`src/rtl/tcm_ram.sv`:
```
// Generic single-clock RAM, one write port and one registered read port.
// Read during write to the same address returns the old data.
// No dependencies.
module tcm_ram #(
  parameter int WIDTH = 8,
  parameter int DEPTH = 256
) (
  input  logic                     clk,
  input  logic                     we,
  input  logic [$clog2(DEPTH)-1:0] waddr,
  input  logic [WIDTH-1:0]         wdata,
  input  logic                     re,
  input  logic [$clog2(DEPTH)-1:0] raddr,
  output logic [WIDTH-1:0]         rdata
);

  logic [WIDTH-1:0] mem [DEPTH];

  always_ff @(posedge clk) begin
    if (we) begin
      mem[waddr] <= wdata;
    end
    if (re) begin
      rdata <= mem[raddr];
    end
  end

endmodule

```
`config.mk`:
```
export PLATFORM = sky130hd
export DESIGN_NAME = tcm_ram
export DESIGN_NICKNAME = d
export VERILOG_FILES = /design/src/rtl/tcm_ram.sv
export SDC_FILE = /design/constraint.sdc
export NUM_CORES = 2
export LEC_CHECK = 0
export BUFFER_PORTS_ARGS = -buffer_cell sky130_fd_sc_hd__buf_2
export CAP_MARGIN = 20
export CORE_MARGIN = 4
export CORE_UTILIZATION = 35
export DETAILED_ROUTE_END_ITERATION = 6
export SLEW_MARGIN = 20
export SYNTH_ARGS = -nofsm -noshare
export SYNTH_HDL_FRONTEND = slang
export SYNTH_SLANG_ARGS = --single-unit
```
`constraint.sdc`:
```
create_clock -name clk -period 3.8 [get_ports clk]
set_clock_uncertainty 0.05 [all_clocks]
set_input_delay 1.14 -clock clk [delete_from_list [all_inputs] [get_ports clk]]
set_output_delay 1.14 -clock clk [all_outputs]
set_load 0.05 [all_outputs]
```
==> reports/results.ini <==
[die]
die_w_um = 485
std_cell_rows = 174
die_h_um = 485
pin_count = 35
start_util_pct = 35.3
coreArea_um2 = 226000
dieArea_um2 = 235000

[logic_synthesis]
syn-num-nets = 3760
synthFlopType = edfxtp_1
yosysWarnings = 0
synth-edff-count = 2056
synth-async-reset-ratio_pct = 0
avgSynthCellArea_um2 = 21.3
syn_inst = 3733
yosys.cell_types.count = 54
ys_ff_latch = 2056
seq_area_frac_synth_pct = 77.5
syn_area_um2 = 79600

[hold_path]
hold_path_class = input port to flip-flop
min_path_cells = 1

[critical_path]
critical_path_class = input port to flip-flop
arrival_ns = 4.23
start_kind = input port
worstRegToRegCells = 6
critPathCaptureType = flip-flop
path_max_fanout = 19
worstPathRequired_ns = 4.32

[timing]
holdWs_ns = 0.680
setup_ws_ns = 0.0891
post-route-period-util_pct = 97.7
rsz0062_at_grt = false
worst_slew_pin_slew_ns = 1.11
period_needed_ns = 3.71
relSlewSlack_pct = 25.5
setup_viol = 0
hold_viol = 0
fin_tns_setup_ns = 0
max_freq_mhz = 269
drv_slew = 0

[final_layout]
fin_area_um2 = 94100
drive_above_1_share_pct = 31.0
final_cells = 7523
nNetsFinal = 4395
syn_to_final_growth_pct = 18.2

[cts]
h-tree-depth = 4
clockBufferDepth = 3
clk_latency_ns = 0.86
cts.sinks = 2056
post_cts_buffers = 0
cts_buffers = 202
path_clk_slew_ns = 0.06
cts_root_buffer = clkbuf_16
cts_tree = done
postCtsHoldBufs = 0

[flow_run]
maxCapViolCount = 0

[placement]
portBuffers = 34
dp_cells = 7156
gp_congestion = 0.843
placed_cell_area_um2 = 87800
hpwl_um = 132000
pre_cts_ws_ns = -0.758

[detailed_routing]
first_iter_violations = 4273
drtAntennaViolNets = 0
drt_wl_total_um = 204000
drcViolationCount = 0
drt-pass1-iter-count = 5
via_per_inst = 5.37
vias = 40400
wire_per_inst_um = 27.2

[grt]
grt_pass1_vias = 40900
grt_max_degree = 119
overflow = 0
grt_pass1_wl_um = 296000
track_usage_pct = 17.2
antenna_found_initial = 10

[power]
total_leakage_power_uw = 0.0300
powerDensity_nw_per_um2 = 498
ir_drop_mv = 0.442

[outcome]
status = finished clean

[final timing paths]
check | start | endpoint | slack, ns
worst max register to register | mem[66][0] | rdata[0] | 0.79
worst max-delay path | raddr[0] | rdata[1] | 0.09
worst min-delay path | re | rdata[1] | 0.68
worst min register to register | mem[32][5] | rdata[5] | 1.15
[power breakdown]
part | switching [uW] | internal, uW
sequential | 36.5 | 25000
combinational | 1580 | 1020
clock | 8490 | 10800
total | 10100 | 36800
[routing by layer]
| layer | GRT usage, % | wire length (um) |
|---|---|---|
| met1 | 23.8 | 84900 |
| met3 | 3.21 | 14400 |
| met5 | 0 | 28 |
| met4 | 5.77 | 6500 |
| met2 | 27.4 | 98500 |
[sequential cells by signal, indices dropped and copies added, names as in the netlist]
signal  flops
mem      2048
rdata       8
[Yosys cell counts, types with 4 or more instances]
| library cell | instances | area, um2 |
|---|---|---|
| mux4_2 | 454 | 10200 |
| buf_8 | 13 | 195 |
| buf_12 | 8 | 160 |
| a221oi_1 | 13 | 114 |
| buf_1 | 22 | 82.6 |
| nor2_1 | 282 | 1060 |
| nand4_1 | 10 | 62.6 |
| buf_6 | 21 | 236 |
| buf_2 | 31 | 155 |
| o21ai_0 | 10 | 50.1 |
| or2_2 | 4 | 25.0 |
| o211ai_1 | 10 | 75.1 |
| nand3_1 | 34 | 170 |
| mux2i_1 | 134 | 1340 |
| o32ai_1 | 4 | 35.0 |
| buf_4 | 27 | 203 |
| nor2b_1 | 31 | 194 |
| nand2_1 | 33 | 124 |
| and2_1 | 6 | 37.5 |
| nor4_1 | 24 | 150 |
| o22ai_1 | 28 | 175 |
| a21oi_1 | 96 | 480 |
| a22o_1 | 8 | 70.1 |
| a211oi_1 | 16 | 120 |
| o22a_1 | 5 | 43.8 |
| o221ai_1 | 46 | 403 |
| a22oi_1 | 133 | 998 |
| edfxtp_1 | 2056 | 61700 |
| clkbuf_1 | 111 | 417 |
| nand2b_1 | 8 | 50.1 |
| nor3_1 | 22 | 110 |
[cell type report]
cell class / instances / area (um2)
diodes: 7 / 17.5
clock buffers: 256 / 5300
clock inverters: 104 / 1010
fillers: 19600 / 131000
inverters: 2 / 7.51
multi-input cells: 1442 / 16500
flip-flops and latches: 2056 / 61700
well taps: 2992 / 3740
repair buffers: 664 / 5810
[logic make-up (layout without fill, tap and decap cells)]
group	after synthesis	after routing	synth area share, %
AO/OA/AOI/OAI	385	385	3.42
AND/OR/NAND/NOR	466	466	2.63
buffers and inverters	235	1026	1.83
flip-flops	2056	2056	77.5
multiplexers	591	591	14.6
other	0	7	0
[what timing repair did]
item                                    in CTS  in global routing
hold endpoints to repair                     0                  0
endpoints found under the setup margin       0                  1
resized for setup                            0                  1
[stage by stage]
step | util, % | total power, uW
after global routing | 41.7 | 48400
after floorplan | - | 26800
final | 41.7 | 46900
after global placement | 38.9 | 28100
after detailed placement | 38.9 | 28100
after CTS | 41.7 | 47300
[layout by cell type, fill, tap and decap left out, drive strengths merged, types with 33 or more instances in the layout]
master	n
a22oi	133
o221ai	47
nand2	33
a21oi	96
nand3	34
clkbuf	256
nor2	282
mux2i	134
buf	664
edfxtp	2056
mux4	456
clkinv	81
[worst max-delay path, stage by stage]
cell,delay [ns]
buf_8,0.22
buf_12,0.27
buf_12,0.22
buf_4,0.16
mux2i_1,0.21
o22ai_1,0.13
o21ai_0,0.21
buf_4,0.15
nand3_1,0.11
nor4_1,0.99
buf_4,0.29
nor4_1,0.05
No activity file was read; power rests on OpenSTA's default activity.
