## config.mk

```make
export PLATFORM = sky130hd
export DESIGN_NAME = tcm_cell_alu
export DESIGN_NICKNAME = d
export VERILOG_FILES = /design/src/rtl/tcm_pkg.sv /design/src/rtl/tcm_cell_alu.sv
export SDC_FILE = /design/constraint.sdc
export NUM_CORES = 1
export LEC_CHECK = 0
export ABC_AREA = 1
export BUFFER_PORTS_ARGS = -buffer_cell sky130_fd_sc_hd__buf_2
export CAP_MARGIN = 10
export CELL_PAD_IN_SITES_DETAIL_PLACEMENT = 1
export CELL_PAD_IN_SITES_GLOBAL_PLACEMENT = 2
export CORE_MARGIN = 2
export CORE_UTILIZATION = 10
export DETAILED_ROUTE_END_ITERATION = 10
export PLACE_DENSITY = 0.95
export SLEW_MARGIN = 0
export SYNTH_ARGS = -nofsm -noshare
export SYNTH_HDL_FRONTEND = slang
export SYNTH_SLANG_ARGS = --single-unit
```

## constraint.sdc

```tcl
create_clock -name vclk -period 1.43
set_input_delay 0.286 -clock vclk [all_inputs]
set_output_delay 0.286 -clock vclk [all_outputs]
set_load 0.02 [all_outputs]
```

## src/rtl/tcm_pkg.sv

```systemverilog
// Shared types and constants for the tagged cell memory.
// Cell layout, operation and status codes, and sizing constants.
// No dependencies.
package tcm_pkg;

  localparam int MAX_ORDER  = 16;
  localparam int CELL_DEPTH = 1 << MAX_ORDER;
  localparam int CELL_AW    = MAX_ORDER;
  localparam int ADDR_W     = 16;
  localparam int ORDER_W    = 5;
  localparam int OP_W       = 3;
  localparam int INST_W     = 6;
  localparam int STATUS_W   = 2;
  localparam int COUNT_W    = 17;

  localparam logic [OP_W-1:0] OP_READ      = 3'd0;
  localparam logic [OP_W-1:0] OP_WRITE     = 3'd1;
  localparam logic [OP_W-1:0] OP_SET_START = 3'd2;
  localparam logic [OP_W-1:0] OP_CLR_START = 3'd3;
  localparam logic [OP_W-1:0] OP_ALLOC     = 3'd4;
  localparam logic [OP_W-1:0] OP_FREE      = 3'd5;

  localparam logic [STATUS_W-1:0] ST_DONE    = 2'd0;
  localparam logic [STATUS_W-1:0] ST_RANGE   = 2'd1;
  localparam logic [STATUS_W-1:0] ST_PRECOND = 2'd2;

  localparam logic [ORDER_W-1:0] ORDER_RESET = 5'd16;

  typedef struct packed {
    logic              start;
    logic              used;
    logic [INST_W-1:0] inst;
  } cell_t;

  typedef struct packed {
    logic [STATUS_W-1:0] status;
    cell_t               data;
    logic                used_inc;
    logic                used_dec;
    logic                start_inc;
    logic                start_dec;
  } alu_res_t;

endpackage

```

## src/rtl/tcm_cell_alu.sv

```systemverilog
// Applies one operation to one cell word and checks its precondition.
// Returns the new cell, the status and the count adjustments.
// Depends on tcm_pkg.
module tcm_cell_alu (
  input  logic [tcm_pkg::OP_W-1:0]    op,
  input  logic [tcm_pkg::INST_W-1:0]  inst,
  input  logic                        in_range,
  input  tcm_pkg::cell_t              cur,
  input  logic [tcm_pkg::COUNT_W-1:0] used_count,
  input  logic [tcm_pkg::COUNT_W-1:0] start_count,
  output tcm_pkg::alu_res_t           res
);
  import tcm_pkg::*;

  always_comb begin
    res        = '0;
    res.status = ST_DONE;
    res.data   = cur;
    if (!in_range) begin
      res.status = ST_RANGE;
      res.data   = '0;
    end else begin
      unique case (op)
        OP_READ: begin
          res.data = cur;
        end
        OP_WRITE: begin
          res.data.inst = inst;
        end
        OP_SET_START: begin
          if (cur.start) begin
            res.status = ST_PRECOND;
          end else begin
            res.data.start = 1'b1;
            res.start_inc  = 1'b1;
          end
        end
        OP_CLR_START: begin
          if (!cur.start || start_count == '0) begin
            res.status = ST_PRECOND;
          end else begin
            res.data.start = 1'b0;
            res.start_dec  = 1'b1;
          end
        end
        OP_ALLOC: begin
          if (cur.used) begin
            res.status = ST_PRECOND;
          end else begin
            res.data.used = 1'b1;
            res.used_inc  = 1'b1;
          end
        end
        OP_FREE: begin
          if (!cur.used || used_count == '0) begin
            res.status = ST_PRECOND;
          end else begin
            res.data.used = 1'b0;
            res.used_dec  = 1'b1;
          end
        end
        default: begin
          res.status = ST_PRECOND;
        end
      endcase
    end
  end

endmodule
```

==> impl_metrics.csv <==
group,metric,value,unit
finish,area_delta_synth_final,130,%
setup_path,worst_setup_path_start_kind,"input pin",
synth,yosysSeqAreaShare,0,%
finish,final_common_cell,"buf_2",
global_routing,grt_pass1_wl,3070,microns
global_routing,grt_antenna_before_repair,0,
synth,syn_nets,132,
finish,clkbuf_count,0,
pwr,pwr-share-clk,0,%
synth,synth.area.top_cells,"nor2_1, nand2_1, inv_1",
sta,finalMaxSlewViolations,0,
finish,mostFrequentLayoutCells,"buf_2, nand2_1, nor2_1, inv_1, a21oi_1",
sta,hold_viol,0,
setup_path,cp_max_fo,2,
routing,wirelength,1820,microns
sta,period_minus_slack,1.47,ns
finish,antenna_cells,0,
floorplanning,fp.coreArea,3340,sq um
global_routing,grt_overflow,0,
pwr,peakVddDrop,0.0461,mV
pwr,swShare,49.4,%
floorplanning,fp-row-count,21,
placed_design,gp_congestion,0.618,
pwr,power,0.207,mW
pwr,pwr-share-seq,0,%
pwr,combPwrFrac,100.0,%
sta,rsz0062_at_grt,"yes",
routing,wl_per_cell,9.48,microns
synth,yosys_warnings,0,
setup_path,crit_type,"input pin to output pin",
routing,drt_iter0_markers,6,
synth,netlist_area,349,sq um
routing,ant_nets,0,
synth,post_synth_num_cell_types,12,
floorplanning,ios,66,
worst_hold_path,holdPathEnd,"res[3]",
routing,viasPerCell,3.77,
worst_hold_path,min-delay-start,"cur[6]",
placed_design,port_buffers,66,
global_routing,grt_pass1_vias,768,
synth,synthCells,80,
floorplanning,die_w,63.1,microns
sta,worst_pin_slew,0.249,ns
worst_hold_path,hold_class,"input pin to output pin",
finish,finalNetCount,200,
routing,vias,724,
floorplanning,die_area,3980,sq um
sta,setup_ws,-0.0449,ns
pwr,leakagePower,0.463,nW
worst_hold_path,holdPathStages,3,
floorplanning,die_y,63.1,microns
finish,stdcell_area,803,sq um
run,max_cap_violations,0,
synth,yosysTopAreaCellShare,22.6,%
sta,relSlewSlack,83.4,%
placed_design,place_worst_setup_slack,-0.126,ns
sta,setup_violations,1,
floorplanning,start_util,10.5,%
status,status,"complete, but fails checks",
sta,fmax,678,MHz
placed_design,postPlaceCellArea,736,sq um
global_routing,grt_max_degree,15,
pwr,power.density,258,nW/um^2
finish,drive_gt1_share,52.7,%
cts,post_cts_buffers,0,
finish,seq_cells,0,
placed_design,dp_hpwl,1610,microns
pwr,p_switching,0.102,mW
pwr,intPower,0.105,mW
routing,dr.pass1.iters,3,
status,violations,"negative setup slack",
setup_path,crit_path_end_kind,"output pin",
sta,fin_crit_sh,103,%
synth,synth_area_per_cell,4.36,sq um
setup_path,cp.required,1.14,ns
finish,seq_area,0,sq um
setup_path,arrival,1.19,ns
routing,drc,0,
synth,synth.largest_area_cell,"nor2_1",
global_routing,grt_usage,8.87,%
[synthesized netlist by cell type]
cell type	number
inv_1	11
buf_6	1
buf_2	1
or2_1	2
nand4_1	1
a21oi_1	7
nand2_1	18
nor2_1	21
a31oi_1	1
nand3_1	7
o21ai_0	6
nor3_1	4
[repair_timing]
action,in CTS,in global routing
endpoints found under the setup margin,9,11
gates resized for setup,10,11
pin swaps,9,3
hold buffers,0,0
[routing by layer]
metal / GRT usage (%) / part of all wire [%] / up-vias
met5: 0 / 0 / -
met4: 0 / 0 / 0
met3: 3.04 / 11 / 0
met2: 17.7 / 50 / 27
met1: 9.38 / 39 / 309
li1: - / - / 388
[stage by stage]
stage | utilization (%) | TNS (ns) | cells | hold WS [ns]
3_5_place_dp | 22.0 | -0.285 | 192 | 0.900
6_report | 24.1 | -0.0449 | 192 | 0.898
2_1_floorplan | - | 0 | 80 | 0.652
3_3_place_gp | 22.0 | -0.158 | 192 | 0.895
4_1_cts | 23.1 | -0.0639 | 192 | 0.902
5_1_grt | 24.1 | -0.534 | 192 | 0.927
[logic make-up (layout without fill, tap and decap cells)]
kind of cell    after synthesis  in the layout  synth area share [%]
simple gates                 53             53                  63.1
buf+inv                      13             79                  16.5
compound gates               14             14                  20.4
[worst max-delay path, stage by stage]
cell and delay (ns):
buf_6 0.09, or2_1 0.22, nor2_1 0.11, nand3_2 0.08, nand2_1 0.07, nand2_1 0.05, nand3_1 0.06, nand2_1 0.05
inv_1 0.07, buf_6 0.11
[worst max path at each step]
stage	start	to	slack (ns)	cells past startpoint
detailed placement	used_count[1]	res[13]	-0.13	10
global route	start_count[0]	res[13]	-0.14	10
global placement	start_count[1]	res[13]	-0.09	10
floorplan	op[2]	res[6]	0.10	5
finish	used_count[0]	res[13]	-0.04	10
CTS	used_count[0]	res[13]	-0.06	10
[final cells by class]
class,count,area (sq um)
fillers,460,2530
inverters,11,41.3
multi-input cells,67,317
well taps,46,57.6
repair buffers,68,388
[power groups by stage]
stage	sequential [mW]	clock, mW	combinational [mW]
floorplan	0	0	0.0839
global placement	0	0	0.183
detailed placement	0	0	0.188
CTS	0	0	0.201
global route	0	0	0.230
finish	0	0	0.207
Power figures use the tool's default switching activity.
